File: config.mk
export PLATFORM = sky130hd
export DESIGN_NAME = dps_cordic
export DESIGN_NICKNAME = d
export VERILOG_FILES = /design/src/hw/rtl/dps_pkg.sv /design/src/hw/rtl/dps_cordic.sv
export SDC_FILE = /design/constraint.sdc
export NUM_CORES = 1
export LEC_CHECK = 0
export CORE_MARGIN = 8
export CORE_UTILIZATION = 60
export CTS_CLUSTER_DIAMETER = 100
export DETAILED_ROUTE_END_ITERATION = 12
export DONT_BUFFER_PORTS = 1
export GPL_TIMING_DRIVEN = 0
export PLACE_DENSITY_LB_ADDON = 0.2
export SLEW_MARGIN = 20
export SYNTH_ARGS = -nofsm -noshare
export SYNTH_HDL_FRONTEND = slang
export SYNTH_SLANG_ARGS = --single-unit
File: constraint.sdc
create_clock -name clk -period 6.1 [get_ports clk]
set_input_delay 1.22 -clock clk [delete_from_list [all_inputs] [get_ports clk]]
set_output_delay 1.22 -clock clk [all_outputs]
set_load 0.03 [all_outputs]
File: src/hw/rtl/dps_pkg.sv
// ----------------------------------------------------------------------------
// dps_pkg: shared types, constants and helpers of the damped pendulum step
// Fixed-point constants, the CORDIC arctangent table and rounding helpers.
// ----------------------------------------------------------------------------
package dps_pkg;

  // default parameter values
  localparam int ANGLE_FRAC_BITS_DEF = 16;
  localparam int CORDIC_STEPS_DEF    = 16;

  // arctangent table length and CORDIC datapath width
  localparam int TAB_LEN = 24;
  localparam int CW      = 34;
  // width of the shared multiplier product
  localparam int MW      = 57;

  // pi in Q4.60 and the CORDIC start vector in Q2.30
  localparam logic [63:0] PI_Q60   = 64'h3243F6A8885A308D;
  localparam logic [31:0] GAIN_Q30 = 32'd652032874;
  // pi/180 in Q0.32, rounded
  localparam logic [63:0] DEG_Q32  = ((PI_Q60 / 180) + (64'd1 << 27)) >> 28;

  // reset values of configuration and state
  localparam logic [9:0]  PIVOT_X_RST = 10'd400;
  localparam logic [9:0]  PIVOT_Y_RST = 10'd10;
  localparam logic [23:0] GRAVITY_RST = 24'd642253;
  localparam logic [16:0] DAMPING_RST = 17'd65208;
  localparam logic [14:0] LENGTH_RST  = 15'd4800;

  // configuration register indexes
  typedef enum logic [1:0] {
    REG_PIVOT_X = 2'd0,
    REG_PIVOT_Y = 2'd1,
    REG_GRAVITY = 2'd2,
    REG_DAMPING = 2'd3
  } cfg_reg_t;

  // request to the CORDIC unit
  typedef struct packed {
    logic                 start;
    logic                 vec;
    logic signed [CW-1:0] x0;
    logic signed [CW-1:0] y0;
    logic signed [CW-1:0] z0;
  } cor_req_t;

  // atan(2^-i) in Q2.30
  function automatic logic [29:0] atan_q30(input logic [4:0] idx);
    logic [29:0] v;
    case (idx)
      5'd0:  v = 30'h3243F6A8;
      5'd1:  v = 30'h1DAC6705;
      5'd2:  v = 30'h0FADBAFC;
      5'd3:  v = 30'h07F56EA6;
      5'd4:  v = 30'h03FEAB76;
      5'd5:  v = 30'h01FFD55B;
      5'd6:  v = 30'h00FFFAAA;
      5'd7:  v = 30'h007FFF55;
      5'd8:  v = 30'h003FFFEA;
      5'd9:  v = 30'h001FFFFD;
      5'd10: v = 30'h000FFFFF;
      5'd11: v = 30'h0007FFFF;
      5'd12: v = 30'h0003FFFF;
      5'd13: v = 30'h0001FFFF;
      5'd14: v = 30'h0000FFFF;
      5'd15: v = 30'h00007FFF;
      5'd16: v = 30'h00003FFF;
      5'd17: v = 30'h00001FFF;
      5'd18: v = 30'h00000FFF;
      5'd19: v = 30'h000007FF;
      5'd20: v = 30'h000003FF;
      5'd21: v = 30'h000001FF;
      5'd22: v = 30'h000000FF;
      5'd23: v = 30'h0000007F;
      default: v = 30'h0;
    endcase
    return v;
  endfunction

  // right shift by a constant, round to nearest with ties away from zero
  function automatic logic signed [MW-1:0] rnd_shift(input logic signed [MW-1:0] v,
                                                     input int s);
    logic [MW-1:0] m;
    m = v[MW-1] ? MW'(-v) : MW'(v);
    m = (m + (MW'(1) << (s - 1))) >> s;
    return v[MW-1] ? -$signed(m) : $signed(m);
  endfunction

  // clamp to a signed range of the given width
  function automatic logic signed [MW-1:0] sat_w(input logic signed [MW-1:0] v,
                                                 input int bits);
    logic signed [MW-1:0] hi;
    logic signed [MW-1:0] lo;
    hi = (MW'(1) << (bits - 1)) - MW'(1);
    lo = ~hi;
    if (v > hi) return hi;
    else if (v < lo) return lo;
    else return v;
  endfunction

endpackage

File: src/hw/rtl/dps_cordic.sv
// ----------------------------------------------------------------------------
// dps_cordic: iterative CORDIC, one micro-rotation per cycle
// Rotation mode gives sine and cosine, vectoring mode gives an arctangent.
// ----------------------------------------------------------------------------
module dps_cordic
  import dps_pkg::*;
#(
  parameter int STEPS = CORDIC_STEPS_DEF
) (
  input  logic                 clk,
  input  logic                 rst_n,
  input  cor_req_t             req,
  output logic                 busy,
  output logic signed [CW-1:0] x,
  output logic signed [CW-1:0] y,
  output logic signed [CW-1:0] z
);

  localparam int N  = (STEPS < TAB_LEN) ? STEPS : TAB_LEN;
  localparam int IW = $clog2(N);

  logic                 busy_r;
  logic                 vec_r;
  logic [IW-1:0]        i_r;
  logic signed [CW-1:0] x_r, y_r, z_r;
  logic signed [CW-1:0] x_nxt, y_nxt, z_nxt;
  logic signed [CW-1:0] xs, ys, at;
  logic                 plus, hold;

  // one micro-rotation
  always_comb begin
    xs = x_r >>> i_r;
    ys = y_r >>> i_r;
    at = CW'(atan_q30(5'(i_r)));
    if (vec_r) begin
      plus = y_r < 0;
      hold = (y_r == 0);
    end else begin
      plus = z_r >= 0;
      hold = 1'b0;
    end
    if (hold) begin
      x_nxt = x_r;
      y_nxt = y_r;
      z_nxt = z_r;
    end else if (plus) begin
      x_nxt = x_r - ys;
      y_nxt = y_r + xs;
      z_nxt = z_r - at;
    end else begin
      x_nxt = x_r + ys;
      y_nxt = y_r - xs;
      z_nxt = z_r + at;
    end
  end

  // iteration control and vector registers
  always_ff @(posedge clk) begin
    if (!rst_n) begin
      busy_r <= 1'b0;
    end else if (req.start) begin
      busy_r <= 1'b1;
    end else if (busy_r && i_r == IW'(N - 1)) begin
      busy_r <= 1'b0;
    end
    if (req.start) begin
      vec_r <= req.vec;
      i_r   <= '0;
      x_r   <= req.x0;
      y_r   <= req.y0;
      z_r   <= req.z0;
    end else if (busy_r) begin
      i_r <= i_r + IW'(1);
      x_r <= x_nxt;
      y_r <= y_nxt;
      z_r <= z_nxt;
    end
  end

  assign busy = busy_r;
  assign x    = x_r;
  assign y    = y_r;
  assign z    = z_r;

endmodule

==> results.sh, run 1 <==
export IMPL_synth_top_family_by_area="compound AO/OA/AOI/OAI gates"
export IMPL_r2r_end="z[33]"
export IMPL_status="finished with violations"
export IMPL_postRouteAntennaNets=0
export IMPL_ys_ff_latch=137
export IMPL_first_pass_iters=6
export IMPL_drt_vias_per_instance=7.21
export IMPL_yosysSeqAreaShare_pct=23.3
export IMPL_arrival_ns=6.31
export IMPL_hold_slack_ns=0.714
export IMPL_min_from="i_r[1]"
export IMPL_crit_chain="inv_1 > mux2i_1 > clkbuf_2 > clkdlybuf4s18_2 > nor2_1 > xnor2_1 > ha_1 > o31ai_1 > a21oi_1 > a221o_1 > a31oi_1 > o31a_1 > o21bai_1 > o41ai_1 > xnor2_1 > o21ai_0"
export IMPL_synth_xor_area_share_pct=9.34
export IMPL_num_rows=60
export IMPL_crit_fanout=10
export IMPL_hold_violations=0
export IMPL_synth_area_per_cell_um2=8.41
export IMPL_slew_viol_final=0
export IMPL_cts_tree="built"
export IMPL_die_area_um2=32600
export IMPL_io_buffers=0
export IMPL_stdcell_count=2318
export IMPL_r2r_slack_ns=-0.06
export IMPL_multiInputGateArea_um2=12000
export IMPL_synth_distinct_cells=89
export IMPL_setup_tns_ns=-0.0561
export IMPL_min_path_type="reg2reg"
export IMPL_first_global_vias=16100
export IMPL_antenna_found_initial=0
export IMPL_initial_core_util_pct=60.7
export IMPL_dp_hpwl_mm=50.9
export IMPL_cpPeakStageDelay_ns=0.65
export IMPL_finalCritPeriodShare_pct=101
export IMPL_drc=0
export IMPL_criticalPathCategory="reg2reg"
export IMPL_clock_fmax_ghz=0.162
export IMPL_cp_slowest_cell="edfxtp_1"
export IMPL_syn_instance_count=1930
export IMPL_synth_area_leader_cell="edfxtp_1"
export IMPL_cp_start_kind="register"
export IMPL_path_common_cell="xnor2_1"
export IMPL_synth_nets=2151
export IMPL_cts_buffers=17
export IMPL_whs_path_depth=3
export IMPL_synthMuxAreaShare_pct=14.2
export IMPL_area_growth_syn_to_layout_pct=9.98
export IMPL_seq_area_um2=3780
export IMPL_first_iter_violations=2108
export IMPL_synthArstFlopShare_pct=0
export IMPL_grt_max_degree=42
export IMPL_vias=16700
export IMPL_n_antenna_cell=0
export IMPL_globalRouteOverflowTotal=0
export IMPL_worst_slew_pin_slew_ns=1.19
export IMPL_nFillCells=2248
export IMPL_clk_latency_ns=0.45
export IMPL_worstSetupStartpoint="y[33]"
export IMPL_die_height_um=180
export IMPL_failed_checks="negative setup slack"
export IMPL_setup_violations=1
export IMPL_skew_ns=0.0197
export IMPL_ios=209
export IMPL_placed_cells=2273
export IMPL_r2r_cells=16
export IMPL_hold_end="i_r[1]"
export IMPL_cp_end_kind="register"
export IMPL_synth_edf_count=103
export IMPL_syn_area_um2=16200
export IMPL_clock_path_buffers=2
export IMPL_synth_most_common_cell="nand2_1"
export IMPL_synth_flop_cell="edfxtp_1"
export IMPL_yosys_top_cells_count="nand2_1 (277), o21ai_0 (203), a21oi_1 (116), nor2_1 (116), ha_1 (112)"
export IMPL_cts_sinks=137
export IMPL_cts_root_buf="clkbuf_16"
export IMPL_cap_violations=0
export IMPL_relSlewSlack_pct=20.4
export IMPL_path_clk_slew_ns=0.07
export IMPL_synth_compound_area_share_pct=22.6
export IMPL_cp_data_required_time_ns=6.26
export IMPL_setup_ws_ns=-0.0561
export IMPL_nNetsFinal=2185
export IMPL_core_um2=26700
export IMPL_min_period_ns=6.16
export IMPL_rsz0062_at_grt="true"
export IMPL_final_layout_size_suffix_gt1_share_pct=14.1
export IMPL_grt_pass1_wl_mm=98.6
export IMPL_reg2reg_from="y[33]"
export IMPL_wl_per_cell_um=29.1
export IMPL_ys_warn_count=0
export IMPL_synth_fa_ha_area_share_pct=9.01
export IMPL_synth_area_leaders="edfxtp_1 (19%), ha_1 (8.6%), nand2_1 (6.4%), o21ai_0 (6.3%), mux4_2 (6.2%)"
export IMPL_h_tree_depth=4
export IMPL_dp_slack_ns=-2.74
export IMPL_gp_congestion=1.09
export IMPL_die_w_um=180
export IMPL_synth_simple_area_share_pct=17.4
export IMPL_synth_top_area_share_pct=19.1
export IMPL_grt_usage_pct=39.5
export IMPL_wl_mm=67.5
## cell type report
cell class                 instances  area share [%]
tap                              341            2.39
sequential                       137            21.2
clock inverter                    14           0.834
buffer                            96            3.68
multi-input combinational       1637            67.4
clock buffer                      18            2.41
inverter                          58            1.24
timing repair buffer              17           0.855
## layer usage
| metal | GRT usage [%] | vias up | wire length [µm] | part of all wire, % |
|---|---|---|---|---|
| li1 | - | 7254 | - | - |
| met1 | 47.4 | 7946 | 24900 | 37 |
| met2 | 63.0 | 1244 | 29700 | 44 |
| met3 | 11.9 | 276 | 8610 | 13 |
| met4 | 20.9 | 0 | 4280 | 6.3 |
| met5 | 0 | - | 0 | 0 |
## timing repair
action | in CTS | in global routing
setup endpoints to repair | 63 | 24
setup buffers | 2 | 13
pin swaps | 5 | 13
resized for setup | 93 | 69
hold buffers | 0 | 0
## worst max path at each step
stage | endpoint | slack, ns
6_report | z[33] | -0.06
5_1_grt | y[32] | -0.06
4_1_cts | y[33] | -0.01
3_5_place_dp | y[33] | -2.74
3_3_place_gp | y[33] | -2.72
2_1_floorplan | y[30] | 0.08
## stage by stage
| stage | utilization [%] | cell area [µm²] |
|---|---|---|
| floorplan | - | 16200 |
| global placement | 62.3 | 16700 |
| detailed placement | 62.5 | 16700 |
| CTS | 65.8 | 17600 |
| global route | 66.8 | 17800 |
| finish | 66.8 | 17800 |
## logic make-up after synthesis
logic type	after synthesis
mux	164
fa+ha+maj	115
flops	137
compound gates	579
buf+inv	156
simple gates	606
xor+xnor	173
## placed cells by master, fill, tap and decap left out, types with 19 or more instances in the layout
cell type  Yosys  layout
clkbuf_1      55      35
mux4_2        45      45
mux2i_1       62      59
nand2b_1      27      26
a31oi_1       24      24
nor2_1       116     115
xnor2_1       94      93
a21o_1        45      44
o21ai_0      203     195
o31ai_1       21      21
mux2_2        55      55
o21a_1        20      20
nand3_1       19      19
ha_1         112     110
edfxtp_1     103     103
dfxtp_1       34      30
xor2_1        79      79
buf_4          2      28
buf_6          9      20
inv_1         57      56
nand2_1      277     277
a21oi_1      116     112
nor3_1        30      27
and2_1        20      20
## state kept, by name (all words and copies together), names as in the netlist
register  cells
at           29
busy          1
i_r           4
vec_r         1
x            34
y            34
z            34
## critical path: cells and delay by family, from the launching register on
family          cells  cell delay [ns]
flops               1             0.65
fa+ha+maj           1             0.24
xor+xnor            2             0.37
simple gates        1             0.13
mux                 1             0.54
compound gates      8             2.58
buf+inv             3             1.34
Power of run 1 is left out: the tool's default activity adds up to more than one toggle a clock period on the data nets, which glitch-free logic cannot reach.
==> run 2, diff against run 1 <==
MAX_ROUTING_LAYER = met4   (was not set)
==> results.sh, run 2 (same netlist as run 1, synthesis figures left out) <==
export IMPL_status="finished with violations"
export IMPL_failed_checks="negative setup slack"
export IMPL_globalRouteOverflowTotal=0
export IMPL_drc=0
export IMPL_clock_path_buffers=2
export IMPL_cap_violations=0
export IMPL_io_buffers=0
export IMPL_setup_violations=1
export IMPL_cts_tree="built"
export IMPL_critPathBufInv=5
export IMPL_initial_core_util_pct=60.7
export IMPL_postRouteAntennaNets=0
export IMPL_die_area_um2=32600
export IMPL_crit_cells=23
export IMPL_hold_violations=0
export IMPL_final_cell_mix="nand2_1 (277), o21ai_0 (191), nor2_1 (114)"
export IMPL_setup_tns_ns=-0.0253
export IMPL_r2r_cells=23
export IMPL_setup_ws_ns=-0.0253
export IMPL_slew_viol_final=0
export IMPL_worstSetupStartpoint="i_r[3]"
export IMPL_crit_fanout=10
export IMPL_cts_buffers=17
export IMPL_ctsHoldBuffers=0
export IMPL_gp_congestion=1.10
export IMPL_wl_mm=71.2
export IMPL_cp_start_kind="register"
export IMPL_clock_fmax_ghz=0.163
export IMPL_placedInstanceArea_um2=16700
export IMPL_criticalPathCategory="reg2reg"
export IMPL_first_global_vias=16500
export IMPL_dp_slack_ns=-2.90
export IMPL_clk_latency_ns=0.45
export IMPL_multiInputGateArea_um2=12200
export IMPL_cp_slowest_cell="dfxtp_4"
export IMPL_first_pass_iters=6
export IMPL_seq_area_um2=3790
export IMPL_wl_per_cell_um=30.6
export IMPL_final_common_cell="nand2_1"
export IMPL_finalCritPeriodShare_pct=100
export IMPL_path_clk_slew_ns=0.07
export IMPL_grt_usage_pct=42.9
export IMPL_num_rows=60
export IMPL_cp_data_required_time_ns=6.26
export IMPL_min_from="i_r[1]"
export IMPL_vias=17000
export IMPL_nFillCells=2070
export IMPL_cts_root_buf="clkbuf_16"
export IMPL_antenna_found_initial=0
export IMPL_crit_chain="clkinvlp_4 > buf_4 > clkbuf_4 > clkbuf_4 > buf_4 > o311a_1 > a31o_2 > ha_2 > nor2b_2 > and2_1 > and2b_1 > nand2_2 > or2_2 > o21ai_0 > xor2_2 > ha_1 > a21o_1 > a21o_1 > a21oi_1 > o21ai_2 > a31o_4 > xnor2_2 > o21ai_1"
export IMPL_hold_slack_ns=0.716
export IMPL_core_um2=26700
export IMPL_final_area_um2=18200
export IMPL_crit_family="compound AO/OA/AOI/OAI gates"
export IMPL_relSlewSlack_pct=29.2
export IMPL_dp_hpwl_mm=53.6
export IMPL_cts_sinks=137
export IMPL_worst_slew_pin_slew_ns=1.06
export IMPL_cpPeakStageDelay_ns=0.40
export IMPL_die_w_um=180
export IMPL_nNetsFinal=2193
export IMPL_cp_end_kind="register"
export IMPL_grt_max_degree=51
export IMPL_ios=209
export IMPL_h_tree_depth=4
export IMPL_whs_path_depth=3
export IMPL_area_growth_syn_to_layout_pct=12.0
export IMPL_reg2reg_from="i_r[3]"
export IMPL_arrival_ns=6.29
export IMPL_grt_pass1_wl_mm=104
export IMPL_min_period_ns=6.13
export IMPL_first_iter_violations=2010
export IMPL_min_path_type="reg2reg"
export IMPL_die_height_um=180
export IMPL_final_layout_size_suffix_gt1_share_pct=15.6
export IMPL_drt_vias_per_instance=7.32
export IMPL_skew_ns=0.0143
-- run 2: metrics by stage --
step | utilization (%) | std cells
6_report | 68.0 | 2327
5_1_grt | 68.0 | 2326
4_1_cts | 66.2 | 2308
3_5_place_dp | 62.5 | 2273
3_3_place_gp | 62.3 | 2271
2_1_floorplan | - | 1930
-- run 2: what timing repair did --
| item | CTS | global route |
|---|---|---|
| pin swaps | 9 | 20 |
| endpoints found under the setup margin | 65 | 27 |
| gates resized for setup | 114 | 89 |
| setup buffers | 4 | 19 |
-- run 2: path summary, 6_finish.rpt --
check	end	slack (ns)
max reg2reg	y[33]	-0.03
min	i_r[1]	0.72
min reg2reg	i_r[1]	0.72
max	y[33]	-0.03
-- run 2: worst register-to-register path, cell delays in order, from the launching register on --
cell and delay [ns]:
dfxtp_4 0.40, clkinvlp_4 0.16, buf_4 0.25, clkbuf_4 0.33
clkbuf_4 0.34, buf_4 0.29, o311a_1 0.27, a31o_2 0.19
ha_2 0.19, nor2b_2 0.22, and2_1 0.18, and2b_1 0.17
nand2_2 0.11, or2_2 0.36, o21ai_0 0.34, xor2_2 0.35
ha_1 0.39, a21o_1 0.19, a21o_1 0.18, a21oi_1 0.21
o21ai_2 0.12, a31o_4 0.30, xnor2_2 0.18, o21ai_1 0.10
-- run 2: area by class of cell --
type	count	share of cell area, %
inverter	58	1.24
buffer	96	3.93
multi-input combinational	1637	67.1
antenna	1	0.0138
clock inverter	14	0.847
tap	341	2.35
sequential	137	20.8
clock buffer	18	2.42
timing repair buffer	25	1.30
-- run 2: routing by layer --
| metal | vias up | GRT usage [%] | part of all wire, % |
|---|---|---|---|
| met3 | 318 | 12.1 | 13 |
| met1 | 8133 | 49.9 | 36 |
| met5 | - | - | 0 |
| li1 | 7261 | - | - |
| met2 | 1319 | 66.0 | 44 |
| met4 | 0 | 24.8 | 7.2 |
Power of run 2 is left out for the same reason.
==> run 3, diff against run 2 <==
CORE_MARGIN = 10   (was 8)
==> results.sh, run 3 (same netlist as run 1, synthesis figures left out) <==
export IMPL_status="finished clean"
export IMPL_arrival_ns=6.17
export IMPL_hold_violations=0
export IMPL_clk_latency_ns=0.45
export IMPL_ctsHoldBuffers=0
export IMPL_min_period_ns=6.00
export IMPL_antenna_found_initial=2
export IMPL_die_w_um=184
export IMPL_final_cell_mix="nand2_1 (277), o21ai_0 (196), nor2_1 (115)"
export IMPL_dp_hpwl_mm=52.5
export IMPL_min_from="at[0]"
export IMPL_nFillCells=2242
export IMPL_cts_sinks=137
export IMPL_h_tree_depth=4
export IMPL_wl_per_cell_um=29.2
export IMPL_slew_viol_final=0
export IMPL_postRouteAntennaNets=0
export IMPL_first_pass_iters=6
export IMPL_crit_fanout=10
export IMPL_final_common_cell="nand2_1"
export IMPL_utilization_pct=66.3
export IMPL_grt_max_degree=41
export IMPL_cap_violations=0
export IMPL_cpPeakStageDelay_ns=0.38
export IMPL_cts_buffers=17
export IMPL_cp_data_required_time_ns=6.27
export IMPL_io_buffers=0
export IMPL_path_common_cell="buf_4"
export IMPL_cts_tree="built"
export IMPL_final_layout_size_suffix_gt1_share_pct=13.9
export IMPL_cp_start_kind="register"
export IMPL_skew_ns=0.0259
export IMPL_stdcell_count=2317
export IMPL_reg2reg_from="i_r[3]"
export IMPL_min_path_type="reg2reg"
export IMPL_first_global_vias=15800
export IMPL_core_um2=26800
export IMPL_path_clk_slew_ns=0.08
export IMPL_relSlewSlack_pct=21.4
export IMPL_cp_end_kind="register"
export IMPL_num_rows=60
export IMPL_nNetsFinal=2181
export IMPL_drc=0
export IMPL_globalRouteOverflowTotal=0
export IMPL_ios=209
export IMPL_die_height_um=184
export IMPL_wl_mm=67.8
export IMPL_criticalPathCategory="reg2reg"
export IMPL_clock_fmax_ghz=0.167
export IMPL_cts_root_buf="clkbuf_16"
export IMPL_placed_cells=2274
export IMPL_first_iter_violations=1976
export IMPL_finalCritPeriodShare_pct=98.4
export IMPL_grt_pass1_wl_mm=98.7
export IMPL_area_growth_syn_to_layout_pct=9.55
export IMPL_worst_slew_pin_slew_ns=1.18
export IMPL_die_area_um2=34000
export IMPL_setup_violations=0
export IMPL_worstSetupStartpoint="i_r[3]"
export IMPL_clock_path_buffers=2
export IMPL_gp_congestion=1.16
export IMPL_vias=16600
export IMPL_grt_usage_pct=39.7
export IMPL_drt_vias_per_instance=7.16
export IMPL_initial_core_util_pct=60.5
export IMPL_cp_slowest_cell="dfxtp_2"
run 3: area by class of cell:
cell class	instances	area (µm²)	area share (%)
antenna	3	7.51	0.0422
buffer	96	656	3.69
clock buffer	18	429	2.41
clock inverter	14	128	0.718
inverter	58	221	1.25
multi-input combinational	1637	12000	67.5
sequential	137	3780	21.3
tap	341	427	2.40
timing repair buffer	13	126	0.711
run 3: worst max-delay path, delay by kind of cell, from the launching register on:
| family | cells | cell delay (ns) |
|---|---|---|
| buffers and inverters | 7 | 1.81 |
| and+or+nand+nor | 8 | 1.43 |
| AOI/OAI and AO/OA | 7 | 1.35 |
| adders and majority gates | 2 | 0.47 |
| DFF | 1 | 0.38 |
| xor gates and xnor gates | 2 | 0.24 |
run 3: stage by stage:
step	instance area, µm²	hold slack [ns]	TNS [ns]	setup WS, ns
final	17800	0.771	0	0.100
after global routing	17800	0.767	-0.0924	-0.0376
after CTS	17500	0.740	0	0.00312
after detailed placement	16700	0.760	-79.09	-2.42
after global placement	16700	0.739	-194.89	-2.54
after floorplan	16200	0.616	0	0.0796
run 3: timing repair:
item                                   CTS  global route
setup endpoints to repair               62            21
resized for setup                       90            57
endpoints found under the hold margin    0             0
pin swaps                                2             9
buffers inserted                         1             9
run 3: path summary, 6_finish.rpt:
path,to,slack [ns],depth (start not counted)
worst max-delay path,y[33],0.10,26
worst min-delay path,z[0],0.77,2
worst max register to register,y[33],0.10,26
worst min register to register,z[0],0.77,2
run 3: layer usage:
metal / part of all wire (%) / vias up / wire [µm] / global-route usage [%]
li1: - / 7245 / - / -
met1: 37 / 7839 / 25000 / 48.1
met2: 44 / 1248 / 30000 / 60.3
met3: 13 / 251 / 8580 / 9.82
met4: 6.2 / 0 / 4220 / 20.5
met5: 0 / - / 0 / -
Power of run 3 is left out for the same reason.
